### src/hw/rtl/ftwa_pkg.sv
// Shared constants for the frame time window averaging block.
package ftwa_pkg;

    localparam int WINDOW    = 60;
    localparam int TIME_BITS = 20;
    localparam int PTR_W     = $clog2(WINDOW);
    localparam int CNT_W     = $clog2(WINDOW + 1);
    localparam int SUM_W     = TIME_BITS + $clog2(WINDOW);
    localparam int RATE_W    = 24;
    localparam int DIV_W     = CNT_W + RATE_W;
    localparam int DVR_W     = SUM_W;
    localparam int ITER_W    = $clog2(DIV_W);

    localparam logic [RATE_W-1:0] RATE_SCALE = RATE_W'(16000000);

endpackage

### src/hw/rtl/frame_time_window_average_top.sv
// Frame time window averaging: instantaneous and windowed frame time and rate.
//
// Each transaction carries one frame duration in microseconds. The duration is
// stored in a 60-entry history ring whose entries read as zero after reset
// (per-entry valid bits, no clearing pass), and a running sum and count of the
// nonzero entries are kept. One result follows each transaction: the echoed
// duration, the instantaneous rate in 1/16 fps, the window's mean frame time
// and mean rate. All three quotients come from one shared restoring divider
// that produces one quotient bit per cycle (24, 26 and 30 bits). After
// acceptance the block steps through the window update, the rate division,
// the two average divisions and the result state; a zero duration skips the
// rate division and an empty window skips the two average divisions as well.
// The block accepts no new item until the result has been taken.
module frame_time_window_average_top (
    input  logic                          i_clk,
    input  logic                          i_rst_n,
    input  logic                          i_in_valid,
    output logic                          o_in_ready,
    input  logic [ftwa_pkg::TIME_BITS-1:0] i_delta_us,
    output logic                          o_out_valid,
    input  logic                          i_out_ready,
    output logic [ftwa_pkg::TIME_BITS-1:0] o_frame_time_us,
    output logic [ftwa_pkg::RATE_W-1:0]    o_fps_now_q4,
    output logic [ftwa_pkg::TIME_BITS-1:0] o_avg_frame_time_us,
    output logic [ftwa_pkg::RATE_W-1:0]    o_avg_fps_q4,
    output logic [5:0]                    o_samples_counted,
    output logic                          o_zero_delta
);

    typedef enum logic [2:0] {
        S_IDLE,
        S_SUB,
        S_ADD,
        S_CHK,
        S_DIV,
        S_OUT
    } t_state;

    typedef enum logic [1:0] {
        OP_FPS,
        OP_AVGT,
        OP_AVGF
    } t_op;

    localparam int TB  = ftwa_pkg::TIME_BITS;
    localparam int DW  = ftwa_pkg::DIV_W;
    localparam int VW  = ftwa_pkg::DVR_W;
    localparam int RW  = ftwa_pkg::RATE_W;
    localparam int SW  = ftwa_pkg::SUM_W;
    localparam int CW  = ftwa_pkg::CNT_W;
    localparam int PW  = ftwa_pkg::PTR_W;
    localparam int IW  = ftwa_pkg::ITER_W;

    t_state                   r_state, n_state;
    t_op                      r_op, n_op;
    logic [ftwa_pkg::WINDOW-1:0] r_vld;
    logic [PW-1:0]            r_wp;
    logic [SW-1:0]            r_sum, n_sum;
    logic [CW-1:0]            r_count, n_count;
    logic [TB-1:0]            r_d;
    logic [TB-1:0]            r_rd;
    logic                     r_rd_vld;
    logic [DW-1:0]            r_quo, n_quo;
    logic [VW-1:0]            r_rem, n_rem;
    logic [VW-1:0]            r_dvr, n_dvr;
    logic [IW-1:0]            r_iter, n_iter;
    logic [DW-1:0]            r_prod, n_prod;
    logic [RW-1:0]            r_fps, n_fps;
    logic [TB-1:0]            r_avgt, n_avgt;
    logic [RW-1:0]            r_avgf, n_avgf;

    logic [TB-1:0]            r_mem [ftwa_pkg::WINDOW];

    logic                     w_in_acc;
    logic [TB-1:0]            w_old;
    logic [VW:0]              w_shift;
    logic [VW:0]              w_diff;
    logic                     w_ge;
    logic [DW-1:0]            w_qnext;

    assign w_in_acc = i_in_valid && (r_state == S_IDLE);
    assign w_old    = r_rd_vld ? r_rd : '0;

    assign w_shift = {r_rem, r_quo[DW-1]};
    assign w_diff  = w_shift - {1'b0, r_dvr};
    assign w_ge    = (w_shift >= {1'b0, r_dvr});
    assign w_qnext = {r_quo[DW-2:0], w_ge};

    always_ff @(posedge i_clk) begin
        if (w_in_acc) begin
            r_rd         <= r_mem[r_wp];
            r_mem[r_wp]  <= i_delta_us;
        end
    end

    always_comb begin
        n_state = r_state;
        n_op    = r_op;
        n_sum   = r_sum;
        n_count = r_count;
        n_quo   = r_quo;
        n_rem   = r_rem;
        n_dvr   = r_dvr;
        n_iter  = r_iter;
        n_prod  = r_prod;
        n_fps   = r_fps;
        n_avgt  = r_avgt;
        n_avgf  = r_avgf;
        unique case (r_state)
            S_IDLE: begin
                if (w_in_acc) begin
                    n_state = S_SUB;
                end
            end
            S_SUB: begin
                if (w_old != '0) begin
                    n_sum   = r_sum - SW'(w_old);
                    n_count = r_count - CW'(1);
                end
                n_state = S_ADD;
            end
            S_ADD: begin
                if (r_d != '0) begin
                    n_sum   = r_sum + SW'(r_d);
                    n_count = r_count + CW'(1);
                    n_quo   = {ftwa_pkg::RATE_SCALE, {(DW-RW){1'b0}}};
                    n_rem   = '0;
                    n_dvr   = VW'(r_d);
                    n_iter  = IW'(RW - 1);
                    n_op    = OP_FPS;
                    n_state = S_DIV;
                end else begin
                    n_fps   = ftwa_pkg::RATE_SCALE;
                    n_state = S_CHK;
                end
            end
            S_CHK: begin
                if (r_count == '0) begin
                    n_avgt  = '0;
                    n_avgf  = '0;
                    n_state = S_OUT;
                end else begin
                    n_quo   = {r_sum, {(DW-SW){1'b0}}};
                    n_rem   = '0;
                    n_dvr   = VW'(r_count);
                    n_iter  = IW'(SW - 1);
                    n_op    = OP_AVGT;
                    n_prod  = {{RW{1'b0}}, r_count} * {{CW{1'b0}}, ftwa_pkg::RATE_SCALE};
                    n_state = S_DIV;
                end
            end
            S_DIV: begin
                n_quo = w_qnext;
                n_rem = w_ge ? w_diff[VW-1:0] : w_shift[VW-1:0];
                if (r_iter == '0) begin
                    unique case (r_op)
                        OP_FPS: begin
                            n_fps   = w_qnext[RW-1:0];
                            n_state = S_CHK;
                        end
                        OP_AVGT: begin
                            n_avgt = w_qnext[TB-1:0];
                            n_quo  = r_prod;
                            n_rem  = '0;
                            n_dvr  = r_sum;
                            n_iter = IW'(DW - 1);
                            n_op   = OP_AVGF;
                        end
                        OP_AVGF: begin
                            n_avgf  = w_qnext[RW-1:0];
                            n_state = S_OUT;
                        end
                        default: begin
                            n_state = S_OUT;
                        end
                    endcase
                end else begin
                    n_iter = r_iter - IW'(1);
                end
            end
            S_OUT: begin
                if (i_out_ready) begin
                    n_state = S_IDLE;
                end
            end
            default: begin
                n_state = S_IDLE;
            end
        endcase
    end

    always_ff @(posedge i_clk) begin
        if (!i_rst_n) begin
            r_state <= S_IDLE;
            r_op    <= OP_FPS;
            r_vld   <= '0;
            r_wp    <= '0;
            r_sum   <= '0;
            r_count <= '0;
        end else begin
            r_state <= n_state;
            r_op    <= n_op;
            r_sum   <= n_sum;
            r_count <= n_count;
            if (w_in_acc) begin
                r_rd_vld    <= r_vld[r_wp];
                r_vld[r_wp] <= 1'b1;
                r_d         <= i_delta_us;
                r_wp        <= (r_wp == PW'(ftwa_pkg::WINDOW - 1)) ? '0 : r_wp + PW'(1);
            end
            r_quo  <= n_quo;
            r_rem  <= n_rem;
            r_dvr  <= n_dvr;
            r_iter <= n_iter;
            r_prod <= n_prod;
            r_fps  <= n_fps;
            r_avgt <= n_avgt;
            r_avgf <= n_avgf;
        end
    end

    assign o_in_ready          = (r_state == S_IDLE);
    assign o_out_valid         = (r_state == S_OUT);
    assign o_frame_time_us     = r_d;
    assign o_fps_now_q4        = r_fps;
    assign o_avg_frame_time_us = r_avgt;
    assign o_avg_fps_q4        = r_avgf;
    assign o_samples_counted   = 6'(r_count);
    assign o_zero_delta        = (r_d == '0);

endmodule

### config.mk
export PLATFORM = sky130hd
export DESIGN_NAME = frame_time_window_average_top
export DESIGN_NICKNAME = d
export VERILOG_FILES = /design/src/hw/rtl/ftwa_pkg.sv /design/src/hw/rtl/frame_time_window_average_top.sv
export SDC_FILE = /design/constraint.sdc
export NUM_CORES = 2
export LEC_CHECK = 0
export ABC_CLOCK_PERIOD_IN_PS = 3800
export BUFFER_PORTS_ARGS = -buffer_cell sky130_fd_sc_hd__buf_2
export CELL_PAD_IN_SITES_DETAIL_PLACEMENT = 1
export CELL_PAD_IN_SITES_GLOBAL_PLACEMENT = 1
export CORE_ASPECT_RATIO = 0.75
export CORE_MARGIN = 4
export CORE_UTILIZATION = 40
export CTS_CLUSTER_SIZE = 8
export DETAILED_ROUTE_END_ITERATION = 10
export GPL_TIMING_DRIVEN = 1
export PLACE_DENSITY = 0.67
export SETUP_SLACK_MARGIN = 0.1
export SYNTH_ARGS = -nofsm -noshare
export SYNTH_HDL_FRONTEND = slang
export SYNTH_SLANG_ARGS = --single-unit
### constraint.sdc
create_clock -name i_clk -period 3.8 [get_ports i_clk]
set_input_delay 0.76 -clock i_clk [delete_from_list [all_inputs] [get_ports i_clk]]
set_output_delay 0.76 -clock i_clk [all_outputs]
set_load 0.01 [all_outputs]
## Word-level counts from Yosys, hierarchy flattened

Memories as Yosys holds them, arrays and structs flattened. A register that Yosys moved wholly into a read port is not among the register bits.
Index checks and enable logic that the tools add are counted.

| cells by class | value |
|---|---|
| add/sub/neg operators | 7 |
| multiply operators | 1 |
| div/mod/pow operators | 0 |
| $lt $le $gt $ge | 3 |
| equal/unequal tests | 21 |
| shift operators | 0 |
| muxes and demuxes | 59 |
| bitwise logic cells | 2 |
| reduce and logical (&&, ||, !) cells | 24 |

Operators with widths:

| operator | number |
|---|---|
| $mux 26 | 11 |
| $pmux 26 s3 | 2 |
| $mux 24 | 6 |
| $mux 30 | 4 |
| $pmux 24 s2 | 2 |
| $pmux 30 s3 | 1 |
| $mux 20 | 4 |
| $or 60x60->60 | 1 |
| $pmux 26 s2 | 1 |
| $pmux 20 s2 | 1 |
| $reduce_bool 20->1 | 2 |
| $ge 27x26->1 | 1 |
| $add 26x20->26 | 1 |
| $sub 26x20->26 | 1 |
| $sub 26x26->26 | 1 |
| $reduce_and 5->1 | 5 |
| $logic_not 20->1 | 1 |
| $mul 6x14->20 const B | 1 |
| $mux 5 | 4 |
| $mux 6 | 3 |
| $pmux 3 s6 | 1 |
| $pmux 5 s3 | 1 |
| $ne 2x2->1 const B | 7 |
| $add 6x1->6 const B | 2 |
| 32 further kinds | 53 |

| storage, ports and cells | value |
|---|---|
| register bits | 299 |
| bits in latches | 0 |
| RAM bits | 1200 |
| bits in read-only memories | 0 |
| input bits | 24 |
| output and inout bits | 97 |
| logic and storage cells | 134 |
| memories kept | 1 |

Memory list:

| memory | depth | width | read ports | clocked after Yosys merged registers in | wr ports | RTL line | text |
|---|---|---|---|---|---|---|---|
| r_mem | 60 | 20 | 1 | 1 | 1 | frame_time_window_average_top.sv:72 | `logic [TB-1:0] r_mem [ftwa_pkg::WINDOW];` |

## Logic depth before layout (Yosys ltp)

| logic depth | value |
|---|---|
| word-level depth | 5 |
| gate-level depth with buffers | 21 |

## Worst setup path after synthesis

Ideal clock, no wire load.

| path | value |
|---|---|
| path type | register -> register |
| start | register r_state[2] |
| end | register r_sum[20] |
| setup time | 0.130 ns |
| arrival time | 4.002 ns |
| path slack | -0.331 ns |
| cell stages (with the launch flop) | 17 |
| path buffers | 3 |
| period minus slack after synthesis | 4.131 ns |
| cell sequence | dfxtp_1 > clkbuf_1 > nand2b_1 > nor2_1 > clkbuf_1 > buf_1 > o21ai_0 > ha_1 > fa_1 > a21o_1 > a21o_1 > a2111oi_2 > o21ai_1 > o41ai_1 > o21ai_0 > nand4b_1 > o211ai_1 |

| between the ends | value |
|---|---|
| cells in the longest elaborated chain, start to end | 3 |
| elaborated cells between the ends (all ways) | 7 |
| those cells by class | 4 x eq/ne; 1 x mux; 2 x reduce/logical |

Ends and longest elaborated chain:

| element | RTL line | text |
|---|---|---|
| start: declaration | frame_time_window_average_top.sv:54 | `t_state r_state, n_state;` |
| start signal: assignment | frame_time_window_average_top.sv:201 | `r_state <= n_state;` |
| $eq 3x1->1 / $eq 3x2->1 (equally long branches) | frame_time_window_average_top.sv:109 | `unique case (r_state)` |
| $ne 2x2->1 (no source line) / $reduce_bool 2->1 (equally long branches) | - |  |
| $reduce_and 3->1 (no source line) | - |  |
| end signal: assignment | frame_time_window_average_top.sv:203 | `r_sum <= n_sum;` |
| end: declaration | frame_time_window_average_top.sv:58 | `logic [SW-1:0] r_sum, n_sum;` |

Parallel ways exist; a longest one is shown, timed or not.
A chain may end at the register's enable or synchronous reset.

## Final worst setup path

| path | value |
|---|---|
| start | register r_rd[2] (read register of r_mem) |
| end | register r_sum[22] |

| between the ends | value |
|---|---|
| cells in the longest elaborated chain, start to end | 4 |
| elaborated cells between the ends (all ways) | 7 |
| those cells by class | 1 x add/sub; 1 x eq/ne; 3 x mux; 2 x reduce/logical |

Ends and longest elaborated chain:

| element | RTL line | text |
|---|---|---|
| start: declaration | frame_time_window_average_top.sv:61 | `logic [TB-1:0] r_rd;` |
| $mux 20 (*) | frame_time_window_average_top.sv:82 | `assign w_old = r_rd_vld ? r_rd : '0;` |
| $sub 26x20->26 / $reduce_bool 20->1 (equally long branches) | frame_time_window_average_top.sv:117, frame_time_window_average_top.sv:116 |  |
| $mux 26 / $ne 2x2->1 (equally long branches) | - |  |
| $pmux 26 s2 / $reduce_and 3->1 (equally long branches) | - |  |

Mark *: on every way between the ends. The rest lies on a longest branch, timed or not. The select of a mux whose other input is x is not followed.

==> results.ini <==
[logic_synthesis]
syn_inst=3858
synth_top_family_by_area=compound AO/OA/AOI/OAI gates
synth.avg_cell_area_sq_um=15.6
yosysWarnings=0
syn_area_sq_um=60300
ys.flop_type=edfxtp_1
synth_compound_gate_area_share_pct=13.5
synthXorXnorAreaFrac_pct=0.945
synth_seq_cells=1519
synth.yosys.seq_area_share_pct=74.0
synth_adder_area_share_pct=2.40
syn_nets=3990
async_flop_share_pct=0
synthMuxAreaShare_pct=1.93
synth-edff-count=1416
synth.distinct_cells=81
synth-simple-area-share_pct=5.26

[timing]
max-slew-margin-rel_pct=20.2
setup_viol=1
period_share_pct=101
slew_viol_final=0
rsz0062_at_grt=yes
tightest_slew_ns=1.20
max_freq_ghz=0.260
worst_slack_ns=-0.0394
skew_ns=0.0749
hold_violations=0
finalCriticalPeriod_ns=3.84

[cells_and_area]
mostFrequentLayoutCells=edfxtp_1, a22oi_1, buf_4
fin_util_pct=48.2
drive_above_1_share_pct=19.5
mostFrequentLayoutCell=edfxtp_1
synthToLayoutAreaGrowth_pct=19.8
nFillCells=14700
final_nets=4436
seq_area_sq_um=44600
multiInputGateArea_sq_um=15100

[detailed_routing]
ant_nets=0
wirelength_um=201000
num_vias=39500
firstDrtPassIters=6
drc=0
drtIter0Drc=5291
wl_per_cell_um=31.1
viasPerCell=6.10

[grt]
grt_max_degree=57
antenna_found_initial=10
grt_pass1_vias=39600
grt_pass1_wl_um=288000
grt_overflow_total=0
gr-usage-all-layers_pct=25.1

[floorplan]
die_w_um=456
fp.dieH_um=344
core_sq_um=150000
die_area_sq_um=157000
start_util_pct=40.2
row_count=123
ios=121

[critical_path]
r2r_setup_slack_ns=-0.04
crit_type=reg -> reg
end_kind=flip-flop
crit_required_ns=4.49
critPathLaunchType=flip-flop
cp_max_fo=4
arrival_ns=4.53
r2r_cells=15

[power_and_ir_drop]
fin_total_pwr_w=0.0469
total_leakage_power_nw=24.2
vdd_ir_drop_max_v=0.000537
powerDensity_nw_per_um2=649

[clock_network]
cts_max_level=4
cts_tree=yes
numCtsBuffers=208
cts_root_buf=clkbuf_16
clkSinkCount=1519
cts_buffer_depth=3
cts-hold-fix-buffers=0
clk_latency_ns=0.83
clk_pin_slew_ns=0.05

[placement]
place_congestion=0.894
place_hpwl_um=128000
portBuffers=120

[outcome]
status=finished with violations
violations=setup timing

[run]
cap_violations=0

[min_path]
hold_depth=1
hold_class=in -> reg

[where the power goes]
| group | leakage (nW) | total [W] | internal, W | switching, W |
|---|---|---|---|---|
| clock network | 2.89 | 0.0175 | 0.0104 | 0.00709 |
| logic | 7.69 | 0.00977 | 0.00368 | 0.00609 |
| registers | 13.6 | 0.0196 | 0.0190 | 0.000606 |
| total | 24.2 | 0.0469 | 0.0331 | 0.0138 |
[what timing repair did]
action | in CTS | in global routing
setup buffers | 1 | 8
resized for setup | 14 | 53
pin swaps | 3 | 35
endpoints found under the setup margin | 9 | 15
[metal layers]
metal	share of wire (%)	track usage, %	vias to the layer above
met2	44	37.5	2060
li1	-	-	16500
met4	3.0	8.25	4
met1	43	36.6	20600
met5	0.014	0	-
met3	9.5	5.41	316
[flip-flops by register name (all words and copies together) (netlist names), 3 cells and up]
| register | flops |
|---|---|
| o_samples_counted | 6 |
| o_fps_now_q4 | 24 |
| r_iter | 5 |
| o_avg_frame_time_us | 20 |
| r_quo | 30 |
| o_frame_time_us | 20 |
| r_mem | 1200 |
| r_vld | 60 |
| r_wp | 6 |
| r_dvr | 26 |
| o_avg_fps_q4 | 24 |
| r_state | 3 |
| r_rem | 26 |
| r_rd | 20 |
| r_prod | 20 |
| r_sum | 26 |
[cell type report]
cell class	count	area share, %
clock buffer	359	8.11
inverter	79	0.411
tap	2000	3.47
multi-input combinational	2031	20.9
clock inverter	12	0.362
antenna	2	0.00693
timing repair buffer	465	5.01
sequential	1519	61.8
[cells by family after synthesis]
| kind of cell | count (synthesis) |
|---|---|
| compound gates | 1134 |
| xor+xnor | 65 |
| buf+inv | 308 |
| flops | 1519 |
| mux | 86 |
| fa+ha+maj | 108 |
| simple gates | 638 |
[critical path, cell delays in order (launching register included)]
cell and delay, ns:
edfxtp_1 0.38, or4_4 0.59, nor4_4 0.34, nand2_2 0.12, buf_6 0.15, xor2_1 0.13, a22o_1 0.23, ha_4 0.29
and3_4 0.23, nand2_2 0.06, or3_4 0.34, o21ai_4 0.24, nand2b_4 0.20, a211oi_2 0.07, nor2b_1 0.14, o31ai_1 0.24
[synthesized netlist by cell type (all sizes together) (8+ instances only)]
cell type | number | area share (%)
xnor2 | 39 | 0.57
a22oi | 358 | 4.5
nand4b | 8 | 0.12
a22o | 130 | 1.9
inv | 78 | 0.49
xor2 | 26 | 0.38
o21bai | 8 | 0.10
or3 | 15 | 0.16
nand4 | 45 | 0.47
nand2 | 156 | 0.98
and3 | 44 | 0.46
nor2 | 167 | 1.0
nand3 | 54 | 0.45
o211ai | 16 | 0.20
a211oi | 16 | 0.22
a221oi | 107 | 1.6
o31ai | 8 | 0.10
mux2i | 51 | 0.85
a21o | 20 | 0.25
a21oi | 129 | 1.1
and2 | 19 | 0.20
clkbuf | 179 | 1.1
mux2 | 12 | 0.22
a21boi | 15 | 0.19
fa | 13 | 0.43
nor2b | 19 | 0.20
ha | 95 | 2.0
mux4 | 23 | 0.86
dfxtp | 103 | 3.4
edfxtp | 1416 | 71
o21ai | 117 | 0.98
a31oi | 104 | 1.1
nand2b | 32 | 0.34
o21a | 67 | 0.83
nor3 | 27 | 0.22
buf | 50 | 0.34
nor4 | 26 | 0.29
[path summary, 6_finish.rpt]
kind | from | end
max | r_rd[2] | r_sum[22]
min | i_delta_us[19] | r_mem[24][19]
max reg2reg | r_rd[2] | r_sum[22]
min reg2reg | r_vld[28] | r_vld[28]
[through the flow]
stage          setup TNS [ns]  hold slack, ns  instance area, sq um  cells  worst slack [ns]
2_1_floorplan           -5.87           0.435                 60300   3858           -0.0287
3_3_place_gp           -0.123           0.443                 65700   6085           -0.0916
3_5_place_dp           -0.417           0.454                 65700   6085            -0.125
4_1_cts                     0           0.279                 71900   6457            0.0639
5_1_grt                 -1.01           0.318                 72200   6465            -0.216
6_report              -0.0394           0.341                 72200   6467           -0.0394
No activity file was read; power rests on OpenSTA's default activity.
